--- src/design/bpp_pkg.sv ---
// ----------------------------------------------------------------------------
// bpp_pkg
// Shared types and constants for the boot packet parser with CRC-16 check.
// ----------------------------------------------------------------------------
package bpp_pkg;

    localparam int PAYLOAD_MAX_DEF = 128;

    localparam logic [15:0] CRC_INIT = 16'hFFFF;
    localparam logic [15:0] CRC_POLY = 16'h1021;

    // frame layout
    localparam logic [15:0] POS_CMD       = 16'd0;
    localparam logic [15:0] POS_ADDR_LAST = 16'd4;
    localparam logic [15:0] POS_LEN       = 16'd5;
    localparam logic [15:0] POS_PAYLOAD   = 16'd6;
    localparam logic [15:0] POS_CRC_START = 16'd2;
    localparam logic [15:0] POS_SAT       = 16'hFFFF;

    localparam logic KIND_PAYLOAD = 1'b0;
    localparam logic KIND_VERDICT = 1'b1;

    typedef struct packed {
        logic        kind;
        logic [7:0]  payload_byte;
        logic [6:0]  payload_index;
        logic        accepted;
        logic [7:0]  command_code;
        logic [31:0] target_address;
        logic [7:0]  declared_length;
    } result_t;

endpackage

--- src/design/bpp_crc16_byte.sv ---
// ----------------------------------------------------------------------------
// bpp_crc16_byte
// One-byte CRC-16/CCITT update, MSB first, no reflection.
// ----------------------------------------------------------------------------
module bpp_crc16_byte (
    input  logic [15:0] crc,
    input  logic [7:0]  data,
    output logic [15:0] crc_out
);
    import bpp_pkg::*;

    always_comb
    begin
        logic [15:0] c;
        c = crc ^ {data, 8'h00};
        for (int k = 0; k < 8; k++)
        begin
            if (c[15])
            begin
                c = {c[14:0], 1'b0} ^ CRC_POLY;
            end
            else
            begin
                c = {c[14:0], 1'b0};
            end
        end
        crc_out = c;
    end

endmodule

--- src/design/bpp_parser.sv ---
// ----------------------------------------------------------------------------
// bpp_parser
// Frame state, field capture, CRC tracking and per-beat result generation.
// ----------------------------------------------------------------------------
module bpp_parser #(
    parameter int PAYLOAD_MAX = bpp_pkg::PAYLOAD_MAX_DEF
) (
    input  logic             clk,
    input  logic             rst_n,
    input  logic             in_fire,
    input  logic [7:0]       data_byte,
    input  logic             frame_end,
    output logic             res_valid,
    output bpp_pkg::result_t res
);
    import bpp_pkg::*;

    localparam logic [7:0] PayloadMaxB = 8'(PAYLOAD_MAX);

    logic [15:0] pos_reg, pos_next;
    logic [15:0] crc_reg, crc_next;
    logic [7:0]  held0_reg, held0_next;
    logic [7:0]  held1_reg, held1_next;
    logic [7:0]  cmd_reg, cmd_next;
    logic [31:0] addr_reg, addr_next;
    logic [7:0]  len_reg, len_next;
    logic        len_big_reg, len_big_next;

    logic [15:0] crc_fed;
    logic [15:0] crc_cur;
    logic [15:0] rel_pos;
    logic        in_payload;

    bpp_crc16_byte u_crc (
        .crc     (crc_reg),
        .data    (held1_reg),
        .crc_out (crc_fed)
    );

    // CRC runs two bytes behind so the trailing CRC field is never absorbed
    assign crc_cur    = (pos_reg >= POS_CRC_START) ? crc_fed : crc_reg;
    assign rel_pos    = pos_reg - POS_PAYLOAD;
    assign in_payload = (pos_reg >= POS_PAYLOAD) && !len_big_reg
                        && (rel_pos < {8'h00, len_reg});

    always_comb
    begin
        pos_next     = pos_reg;
        crc_next     = crc_reg;
        held0_next   = held0_reg;
        held1_next   = held1_reg;
        cmd_next     = cmd_reg;
        addr_next    = addr_reg;
        len_next     = len_reg;
        len_big_next = len_big_reg;

        res_valid           = 1'b0;
        res.kind            = KIND_PAYLOAD;
        res.payload_byte    = 8'h00;
        res.payload_index   = 7'h00;
        res.accepted        = 1'b0;
        res.command_code    = cmd_reg;
        res.target_address  = addr_reg;
        res.declared_length = len_reg;

        if (in_fire)
        begin
            if (frame_end)
            begin
                res_valid = 1'b1;
                res.kind  = KIND_VERDICT;
                if (pos_reg >= POS_PAYLOAD)
                begin
                    res.accepted = !len_big_reg && ({held0_reg, data_byte} == crc_cur);
                end
                else
                begin
                    res.command_code    = 8'h00;
                    res.target_address  = 32'h0;
                    res.declared_length = 8'h00;
                end
                pos_next     = 16'h0;
                crc_next     = CRC_INIT;
                held0_next   = 8'h00;
                held1_next   = 8'h00;
                cmd_next     = 8'h00;
                addr_next    = 32'h0;
                len_next     = 8'h00;
                len_big_next = 1'b0;
            end
            else
            begin
                crc_next   = crc_cur;
                held1_next = held0_reg;
                held0_next = data_byte;
                if (pos_reg != POS_SAT)
                begin
                    pos_next = pos_reg + 16'd1;
                end
                if (pos_reg == POS_CMD)
                begin
                    cmd_next = data_byte;
                end
                else if (pos_reg <= POS_ADDR_LAST)
                begin
                    addr_next = {addr_reg[23:0], data_byte};
                end
                else if (pos_reg == POS_LEN)
                begin
                    len_next     = data_byte;
                    len_big_next = data_byte > PayloadMaxB;
                end
                if (in_payload)
                begin
                    res_valid         = 1'b1;
                    res.payload_byte  = data_byte;
                    res.payload_index = rel_pos[6:0];
                end
            end
        end
    end

    always_ff @(posedge clk or negedge rst_n)
    begin
        if (!rst_n)
        begin
            pos_reg     <= 16'h0;
            crc_reg     <= CRC_INIT;
            held0_reg   <= 8'h00;
            held1_reg   <= 8'h00;
            cmd_reg     <= 8'h00;
            addr_reg    <= 32'h0;
            len_reg     <= 8'h00;
            len_big_reg <= 1'b0;
        end
        else
        begin
            pos_reg     <= pos_next;
            crc_reg     <= crc_next;
            held0_reg   <= held0_next;
            held1_reg   <= held1_next;
            cmd_reg     <= cmd_next;
            addr_reg    <= addr_next;
            len_reg     <= len_next;
            len_big_reg <= len_big_next;
        end
    end

    a_end_clears: assert property (@(posedge clk) disable iff (!rst_n)
        (in_fire && frame_end) |=> (pos_reg == 16'h0 && crc_reg == CRC_INIT))
        else $error("frame state not cleared after final beat");

    a_pos_step: assert property (@(posedge clk) disable iff (!rst_n)
        (in_fire && !frame_end && pos_reg != POS_SAT)
        |=> (pos_reg == $past(pos_reg) + 16'd1))
        else $error("byte position did not advance");

    a_pos_hold: assert property (@(posedge clk) disable iff (!rst_n)
        !in_fire |=> $stable(pos_reg))
        else $error("byte position moved without a beat");

    a_payload_ok: assert property (@(posedge clk) disable iff (!rst_n)
        (res_valid && res.kind == KIND_PAYLOAD)
        |-> (!len_big_reg && pos_reg >= POS_PAYLOAD))
        else $error("payload result outside payload window");

endmodule

--- src/design/bpp_out_stage.sv ---
// ----------------------------------------------------------------------------
// bpp_out_stage
// Result register with valid/stall handshake toward the consumer.
// ----------------------------------------------------------------------------
module bpp_out_stage (
    input  logic             clk,
    input  logic             rst_n,
    input  logic             load,
    input  bpp_pkg::result_t res,
    input  logic             out_stall,
    output logic             out_valid,
    output logic             busy,
    output bpp_pkg::result_t res_q
);
    import bpp_pkg::*;

    logic    valid_reg, valid_next;
    result_t data_reg;

    // upstream holds only while a result sits here and is not taken
    assign busy      = valid_reg && out_stall;
    assign out_valid = valid_reg;
    assign res_q     = data_reg;

    always_comb
    begin
        valid_next = valid_reg;
        if (load)
        begin
            valid_next = 1'b1;
        end
        else if (!out_stall)
        begin
            valid_next = 1'b0;
        end
    end

    always_ff @(posedge clk or negedge rst_n)
    begin
        if (!rst_n)
        begin
            valid_reg <= 1'b0;
        end
        else
        begin
            valid_reg <= valid_next;
        end
    end

    always_ff @(posedge clk)
    begin
        if (load)
        begin
            data_reg <= res;
        end
    end

endmodule

--- src/design/boot_packet_parser_crc16_unit.sv ---
// ----------------------------------------------------------------------------
// boot_packet_parser_crc16_unit
// Streaming boot frame parser: field capture, payload emission, CRC verdict.
// ----------------------------------------------------------------------------
// Takes one frame byte per clock while in_stall is low: the byte-wide CRC-16
// update and field capture sit between the frame state registers and the
// result register. A payload byte or verdict shows up at the output in the
// cycle after its input beat is accepted. Input stall
// rises only while a result is held in the output register and the consumer
// stalls it; beats that produce no result are still taken then only once the
// output register frees, so the sustained rate is one byte per clock when
// the consumer keeps up.
module boot_packet_parser_crc16_unit #(
    parameter int PAYLOAD_MAX = bpp_pkg::PAYLOAD_MAX_DEF
) (
    input  logic        clk,
    input  logic        rst_n,
    input  logic        in_valid,
    output logic        in_stall,
    input  logic [7:0]  data_byte,
    input  logic        frame_end,
    output logic        out_valid,
    input  logic        out_stall,
    output logic        result_kind,
    output logic [7:0]  payload_byte,
    output logic [6:0]  payload_index,
    output logic        accepted,
    output logic [7:0]  command_code,
    output logic [31:0] target_address,
    output logic [7:0]  declared_length
);
    import bpp_pkg::*;

    logic    in_fire;
    logic    res_valid;
    result_t res;
    result_t res_q;

    assign in_fire = in_valid && !in_stall;

    bpp_parser #(
        .PAYLOAD_MAX (PAYLOAD_MAX)
    ) u_parser (
        .clk       (clk),
        .rst_n     (rst_n),
        .in_fire   (in_fire),
        .data_byte (data_byte),
        .frame_end (frame_end),
        .res_valid (res_valid),
        .res       (res)
    );

    bpp_out_stage u_out (
        .clk       (clk),
        .rst_n     (rst_n),
        .load      (res_valid),
        .res       (res),
        .out_stall (out_stall),
        .out_valid (out_valid),
        .busy      (in_stall),
        .res_q     (res_q)
    );

    assign result_kind     = res_q.kind;
    assign payload_byte    = res_q.payload_byte;
    assign payload_index   = res_q.payload_index;
    assign accepted        = res_q.accepted;
    assign command_code    = res_q.command_code;
    assign target_address  = res_q.target_address;
    assign declared_length = res_q.declared_length;

endmodule
--- config.mk ---
export PLATFORM = sky130hd
export DESIGN_NAME = boot_packet_parser_crc16_unit
export DESIGN_NICKNAME = d
export VERILOG_FILES = /design/src/design/bpp_pkg.sv /design/src/design/bpp_crc16_byte.sv /design/src/design/bpp_parser.sv /design/src/design/bpp_out_stage.sv /design/src/design/boot_packet_parser_crc16_unit.sv
export SDC_FILE = /design/constraint.sdc
export NUM_CORES = 1
export LEC_CHECK = 0
export BUFFER_PORTS_ARGS = -buffer_cell sky130_fd_sc_hd__buf_4
export CAP_MARGIN = 10
export CORE_ASPECT_RATIO = 2
export CORE_MARGIN = 3
export CORE_UTILIZATION = 62
export CTS_BUF_LIST = sky130_fd_sc_hd__clkbuf_8
export CTS_CLUSTER_DIAMETER = 40
export DETAILED_ROUTE_END_ITERATION = 10
export PLACE_DENSITY = 0.83
export SLEW_MARGIN = 20
export SYNTH_ARGS = -nofsm -noshare
export SYNTH_HDL_FRONTEND = slang
export SYNTH_HIERARCHICAL = 1
export SYNTH_SLANG_ARGS = --single-unit
--- constraint.sdc ---
create_clock -name clk -period 8.1 [get_ports clk]
set_input_delay 0 -clock clk [delete_from_list [all_inputs] [get_ports clk]]
set_output_delay 0 -clock clk [all_outputs]
set_load 0.05 [all_outputs]
==> reports/qor.yml <==
logic_synthesis:
  synthesis.yosys.warnings: 6
  synth-xor-area-share_pct: 8.74
  synth_cell_type_count: 65
  syn-instance-count: 673
  synth_adder_area_share_pct: 2.04
  synth_area_um2: 7990
  async_reset_ff_share_pct: 60.1
  synth.top_cell.area_share_pct: 25.7
  synth_top_flop_cell: "dfrtp_1"
  synth-compound-area-share_pct: 13.8
  synth_area_leaders: "dfrtp_1, edfxtp_1, dfstp_2"
  synth.area.mux_share_pct: 0.282
  syn_avg_cell_area_um2: 11.9
  synth_top_family_by_area: "simple AND/OR/NAND/NOR gates"
  yosysSeqAreaShare_pct: 55.4
  yosys.area.top_type: "dfrtp_1"
  synthSimpleGateAreaFrac_pct: 15.4
  synth-edff-count: 65
  synth_fp_nets: 699
  ys_ff_latch: 163
die:
  io_pins: 80
  initial_utilization_pct: 63.3
  fp.dieH_um: 167
  core-area_um2: 12600
  die_w_um: 86.3
  rows: 58
  die-area_um2: 14400
global_route:
  grt_start_max_net_pins: 60
  antenna_found_initial: 0
  grt_use_total_pct: 26.0
  grt_pass1_vias: 5866
  grt_pass1_wl_um: 29000
  gr-total-overflow: 0
route:
  drtPass1Iterations: 7
  wire_per_inst_um: 20.0
  routed_wl_um: 18100
  drc: 0
  vias_per_cell: 6.23
  num_vias: 5647
  drtAntennaViolNets: 0
  drt_iter0_drc: 460
setup_path:
  cp.required_ns: 8.19
  cpLargestDelayFamily: "compound AO/OA/AOI/OAI gates"
  crit_top_cell: "ha_1"
  crit_arrival_ns: 4.02
  worstSetupPathType: "register to register"
  critPathLaunchType: "register"
  slowest_stage: "buf_4"
  cp_cell_sequence: "ha_1 > nor3_1 > nor3b_1 > xor2_1 > ha_1 > nor4_1 > o21ai_0 > a211oi_1 > o21a_2 > buf_4"
  worstSetupEndpointType: "register"
  cpPeakStageDelay_ns: 0.57
  critical_path_buf_inv_count: 1
  crit_fanout: 47
finish:
  mostFrequentLayoutCells: "buf_4, dfrtp_1, edfxtp_1, o21ai_0, nor2b_1"
  drive_gt1_share_pct: 20.0
  largest_reg_flops: 65
  layout_commonest_cell: "buf_4"
  nNetsFinal: 769
  antennaDiodeCount: 0
  fin_util_pct: 72.0
  area_growth_pct: 13.7
power:
  p_per_area_nw_per_um2: 258
  power.total_uw: 2350
  leakagePower_uw: 0.00376
  peakVddDrop_uv: 168
sta:
  finClkSkew_ns: 0.00825
  relSlewSlack_pct: 37.0
  min_period_ns: 3.93
  worst_slack_ns: 4.17
  min_period_over_period_pct: 48.5
  tightest_slew_ns: 0.942
  rsz0062_at_grt: "no"
  finalHoldViolations: 0
  finalSetupTns_ns: 0
  clock.fmax_ghz: 0.254
  hold_slack_ns: 0.0451
  final-max-slew-violation-count: 0
  setup_viol: 0
place:
  io_buffers: 79
  dp_slack_ns: 4.23
  dpl.hpwl_um: 12700
  gp_congestion: 0.892
hold_path:
  hold_class: "primary input to asynchronous set/reset pin"
clock_tree:
  cts_tree: "yes"
  cts_buffers: 17
  clk_path_buf_depth: 2
  clock-root-buffer: "clkbuf_8"
  clk-insertion-delay-late_ns: 0.45
  htree_levels: 4
  clk_pin_slew_ns: 0.09
  cts.sinks: 163
  post_cts_buffers: 0
outcome:
  outcome: "finished clean"
flow_run:
  max_cap_viol_count: 0
per-layer routing:
metal  global-route usage (%)  vias to the layer above  share of wire (%)
met5                        0                        -                  0
met4                     13.0                        0                4.7
met2                     47.0                      215                 56
met1                     27.8                     2813                 35
met3                     5.25                       56                4.5
li1                         -                     2563                  -
worst paths after layout:
path | slack, ns | from | end | cells past startpoint
worst min-delay path | 0.05 | rst_n | u_parser/addr_reg[28] | 2
min in group clk | 0.32 | out_stall | u_out/out_valid | 3
max in group asynchronous | 6.91 | rst_n | u_parser/pos_reg[2] | 3
worst min register to register | 0.51 | u_parser/addr_reg[31] | u_parser/addr_reg[31] | 1
worst max register to register | 4.17 | u_parser/pos_reg[2] | u_out/res_q[61] | 10
worst max-delay path | 4.17 | u_parser/pos_reg[2] | u_out/res_q[61] | 10
final cells by class:
cell class                      count  area (um^2)
Sequential cell                   163         4420
Fill cell                         876         3540
Multi-Input combinational cell    431         3220
Timing Repair Buffer               95          741
Clock buffer                       17          234
Tap cell                          150          188
Clock inverter                     15          150
Inverter                           35          131
synthesized netlist by cell type (5+ instances only):
master and count:
ha_1 13, edfxtp_1 65, nand2b_1 11, nor3_1 11, or3_1 7, a21oi_1 14
nor2b_1 44, a22o_1 27, o22a_1 32, xnor2_1 37, and2_1 18, nand4_1 13
nand2_1 15, clkbuf_1 27, nand3b_1 8, a21o_1 5, xor2_1 9, inv_1 35
dfrtp_1 82, o22ai_1 5, o21ai_0 45, nor2_1 23, nand3_1 29, buf_2 8
dfstp_2 16
through the flow:
step / area (um^2) / cells
floorplan: 7990 / 673
global placement: 8590 / 863
detailed placement: 8600 / 863
CTS: 9090 / 906
global route: 9090 / 906
finish: 9090 / 906
where the power goes:
part / switching [uW] / total (uW) / internal (uW)
registers: 85.6 / 1050 / 967
logic: 382 / 733 / 351
clock network: 333 / 561 / 228
cell families (layout without fill, tap and decap cells):
group,after synthesis,count (layout)
buffers and inverters,79,162
XOR/XNOR,59,59
AND/OR/NAND/NOR,205,205
flip-flops,163,163
AO/OA/AOI/OAI,152,152
multiplexers,2,2
adder cells (fa/ha/maj),13,13
timing repair:
item,CTS,global route
gates resized for setup,0,0
hold buffers,11,0
endpoints found under the hold margin,77,0
Power figures use the tool's default switching activity.
